--- src/design/ssq_pkg.sv ---
// Shared types and constants of the stable sorted priority queue.
package ssq_pkg;

  localparam int DEPTH_DEF       = 512;
  localparam int WEIGHT_BITS_DEF = 32;
  localparam int SYMBOL_BITS     = 8;
  localparam int NODE_BITS       = 9;
  localparam int STATUS_BITS     = 2;

  // Request opcodes
  localparam logic OP_ENQ = 1'b0;
  localparam logic OP_DEQ = 1'b1;

  // Result status codes
  localparam logic [STATUS_BITS-1:0] ST_DONE  = 2'd0;
  localparam logic [STATUS_BITS-1:0] ST_EMPTY = 2'd1;
  localparam logic [STATUS_BITS-1:0] ST_FULL  = 2'd2;

  // Per-cycle command broadcast to every cell
  typedef struct packed {
    logic ins;
    logic del;
  } cell_ctrl_t;

endpackage

--- src/design/ssq_cell.sv ---
// One cell of the sorted chain: holds one entry and shifts with its neighbors.
module ssq_cell #(
  parameter int WEIGHT_BITS = ssq_pkg::WEIGHT_BITS_DEF
) (
  input  logic                         clk,
  input  ssq_pkg::cell_ctrl_t          ctrl,
  input  logic                         occupied,
  input  logic [WEIGHT_BITS-1:0]       new_weight,
  input  logic [ssq_pkg::SYMBOL_BITS-1:0] new_symbol,
  input  logic [ssq_pkg::NODE_BITS-1:0]   new_node_ref,
  input  logic                         left_after,
  input  logic [WEIGHT_BITS-1:0]       left_weight,
  input  logic [ssq_pkg::SYMBOL_BITS-1:0] left_symbol,
  input  logic [ssq_pkg::NODE_BITS-1:0]   left_node_ref,
  input  logic [WEIGHT_BITS-1:0]       right_weight,
  input  logic [ssq_pkg::SYMBOL_BITS-1:0] right_symbol,
  input  logic [ssq_pkg::NODE_BITS-1:0]   right_node_ref,
  output logic                         after,
  output logic [WEIGHT_BITS-1:0]       weight,
  output logic [ssq_pkg::SYMBOL_BITS-1:0] symbol,
  output logic [ssq_pkg::NODE_BITS-1:0]   node_ref
);

  logic new_first;

  // New entry goes at or before this cell when the cell is free or strictly follows it
  assign new_first = (new_weight < weight) ||
                     ((new_weight == weight) && (new_symbol < symbol));
  assign after     = !occupied || new_first;

  // Insert: take the new entry at the boundary, shift right past it; remove: shift left
  always_ff @(posedge clk) begin
    if (ctrl.ins && after) begin
      if (left_after) begin
        weight   <= left_weight;
        symbol   <= left_symbol;
        node_ref <= left_node_ref;
      end else begin
        weight   <= new_weight;
        symbol   <= new_symbol;
        node_ref <= new_node_ref;
      end
    end else if (ctrl.del) begin
      weight   <= right_weight;
      symbol   <= right_symbol;
      node_ref <= right_node_ref;
    end
  end

endmodule
--- config.mk ---
export PLATFORM = sky130hd
export DESIGN_NAME = ssq_cell
export DESIGN_NICKNAME = d
export VERILOG_FILES = /design/src/design/ssq_pkg.sv /design/src/design/ssq_cell.sv
export SDC_FILE = /design/constraint.sdc
export NUM_CORES = 1
export LEC_CHECK = 0
export ABC_CLOCK_PERIOD_IN_PS = 3900
export BUFFER_PORTS_ARGS = -buffer_cell sky130_fd_sc_hd__buf_4
export CAP_MARGIN = 15
export CORE_MARGIN = 4
export CORE_UTILIZATION = 46
export DETAILED_ROUTE_END_ITERATION = 16
export GPL_TIMING_DRIVEN = 0
export PLACE_DENSITY = 0.79
export SLEW_MARGIN = 20
export SYNTH_ARGS = -nofsm -noshare
export SYNTH_HDL_FRONTEND = slang
export SYNTH_SLANG_ARGS = --single-unit
--- constraint.sdc ---
create_clock -name clk -period 3.9 [get_ports clk]
set_input_delay 0.585 -clock clk [delete_from_list [all_inputs] [get_ports clk]]
set_output_delay 0.585 -clock clk [all_outputs]
set_load 0.005 [all_outputs]
==> reports/qor.txt <==
Core ar. - 0.01089 mm²
Hold Path Class - in2reg
Mean Syn Cell Area - 8.537 µm²
WL per Instance - 20.28 µm
fill count - 917
Clock Latency Late Sink - 320 ps
dpl hpwl - 14,470 µm
DR iter-0 viols - 715
total grt overflow - 0
critical path arrival - 3190 ps
status - finished, final reports clean
Peak VDD IR - 0.0002089 V
final hold vios - 0
# nets final - 1,003
CTS Buf Count - 5
max-slew violations - 0
Pre-antenna DRT Iters - 6
sequential area share after synthesis - 28.54%
Worst-path clk slew - 110 ps
Avg Vias per Cell - 6.634
PwrDens - 298.3 mW/mm²
Period Utilization, post-route - 96.77%
count of state elements after synthesis - 49
most common library cell in the layout ignoring fill and taps - buf_4
Synthesized Nets - 795
# Max-Cap Violations - 0
commonest non-fill, non-tap cells in the layout - 201 x buf_4, 61 x clkbuf_1, 56 x nand2_1
IO buf count - 200
initial antenna violation count - 0
Setup-failing EPs final - 0
critical path peak fanout - 10
Syn Inst Count - 604
# diodes - 0
vias in the first global route - 6,116
final core utilization - 63.76%
Synth cell types - 34
WL final - 19,330 µm
Ports - 202
FP Rows - 38
static leakage - 3.101 nW
Hold Buf Count CTS - 0
largest net degree at the start of global routing - 50
die width - 113.9 µm
H-tree lvl count - 2
area grow syn2layout - 34.63%
Req. time, crit path - 3310 ps
All-Layer GR Usage - 28.17%
Initial Util - 47.36%
Finished Cell Area - 0.006942 mm²
hold slack - 575.3 ps
final worst slack - 125.8 ps
DRC - 0
Critical Path Sink Type - output port
RSZ-0062 raised after global routing - no
clk buf depth - 2
Chip Height - 113.9 µm
Worst slew margin - 47.52%
share of cells above drive strength 1 - 26.94%
Root Buffer - clkbuf_8
crit path kind - reg2out
RePlAce Congestion - 0.9187
Slew @ Worst Pin - 787.2 ps
Final Critical Period - 3774 ps
mapped cell area - 0.005156 mm²
vias post-DR - 6,322
final antenna-violating net count - 0
Tot Pwr - 0.002071 W
CP startpoint kind - flip-flop
die area - 0.01297 mm²
Max Clock Freq - 265.0 MHz
DP Area - 0.006848 mm²
clock sink count - 49
global-route wire length before repair - 29,960 µm
Placement Setup Slack - -395.8 ps
clk_skew - 15.17 ps
CTS tree - built
Yosys warnings - 0
==> cell families after synthesis <==
group                      Yosys count  share of synthesized area, %
and+or+nand+nor                    178                         16.28
buffers and inverters              109                         8.032
adders and majority gates           39                         9.464
DFF                                 49                         28.54
muxes                               49                         9.512
AOI/OAI and AO/OA                  180                         28.17
==> timing repair <==
item	4_1_cts	5_1_grt
setup endpoints to repair	50	50
pin swaps	1	0
setup buffers	1	0
cloned	0	0
hold endpoints to repair	0	0
resized for setup	0	1
==> per-layer routing <==
layer / vias up / routed length, µm / GRT usage [%]
met5: - / 0 / 0
met4: 0 / 627 / 10.37
met3: 70 / 2304 / 5.358
met2: 518 / 9025 / 46.60
met1: 2897 / 7368 / 36.71
li1: 2837 / - / -
==> cell type report <==
type / count / area (µm²) / share of cell area (%)
multi-input cells: 446 / 3289 / 47.39
repair buffers: 201 / 1509 / 21.74
plain buffers: 68 / 260.3 / 3.749
flip-flops and latches: 49 / 1471 / 21.20
clock buffers: 6 / 72.57 / 1.045
inverters: 41 / 153.9 / 2.217
clock inverters: 2 / 10.01 / 0.1442
well taps: 140 / 175.2 / 2.523
==> worst max-delay path, cell delays in order (launching register included) <==
cell and delay [ps]:
edfxtp_1 410, inv_1 60, ha_1 330, nand4_1 260, or4_1 700, o41ai_4 320, nand2_2 220, buf_2 280
o21ai_2 140, buf_4 160
==> cell usage after synthesis, drive strengths merged <==
cell     count  area (µm²)
a211oi       1       7.510
a21boi       1       7.510
a21o         2       15.01
a21oi       14       70.07
a221o        2       20.02
a31oi       49       306.5
a32o        49       490.5
a32oi       49       429.2
buf          8       35.03
clkbuf      60       225.2
edfxtp      49        1471
ha          39       488.0
inv         41       153.9
mux2i       49       490.5
nand2       57       216.5
nand3        2       10.01
nand4        9       56.30
nor2        52       195.2
nor2b        1       6.260
nor3         3       15.01
nor4        50       312.8
o211ai       1       7.510
o21a         1       7.510
o21ai        6       30.02
o2bb2ai      1       8.760
o31a         1       8.760
o31ai        1       7.510
o41ai        2       36.29
or2          2       12.51
or4          2       15.01
==> power by group <==
part	total (W)	switching [W]	internal (W)
Clock	0.000321	0.000196	0.000126
Sequential	0.000753	0.0000520	0.000701
Combinational	0.000996	0.000538	0.000458
Total	0.00207	0.000786	0.00129
==> flip-flops by register name (all words and copies together) (netlist names) <==
signal	count
weight	32
node_ref	9
symbol	8
==> worst paths after layout <==
kind	cells after the start	to	slack, ps	from
worst max-delay path	9	after	130	weight[31]
worst min-delay path	3	weight[25]	580	right_weight[25]
worst max register to register	9	node_ref[1]	190	weight[31]
worst min register to register	6	weight[31]	1600	symbol[0]
==> through the flow <==
stage,setup TNS [ps],instances
4_1_cts,0,953
5_1_grt,0,953
3_3_place_gp,-39810,944
2_1_floorplan,0,604
3_5_place_dp,-19340,944
6_report,0,953
Note: power is estimated with default switching activity, not from simulation.
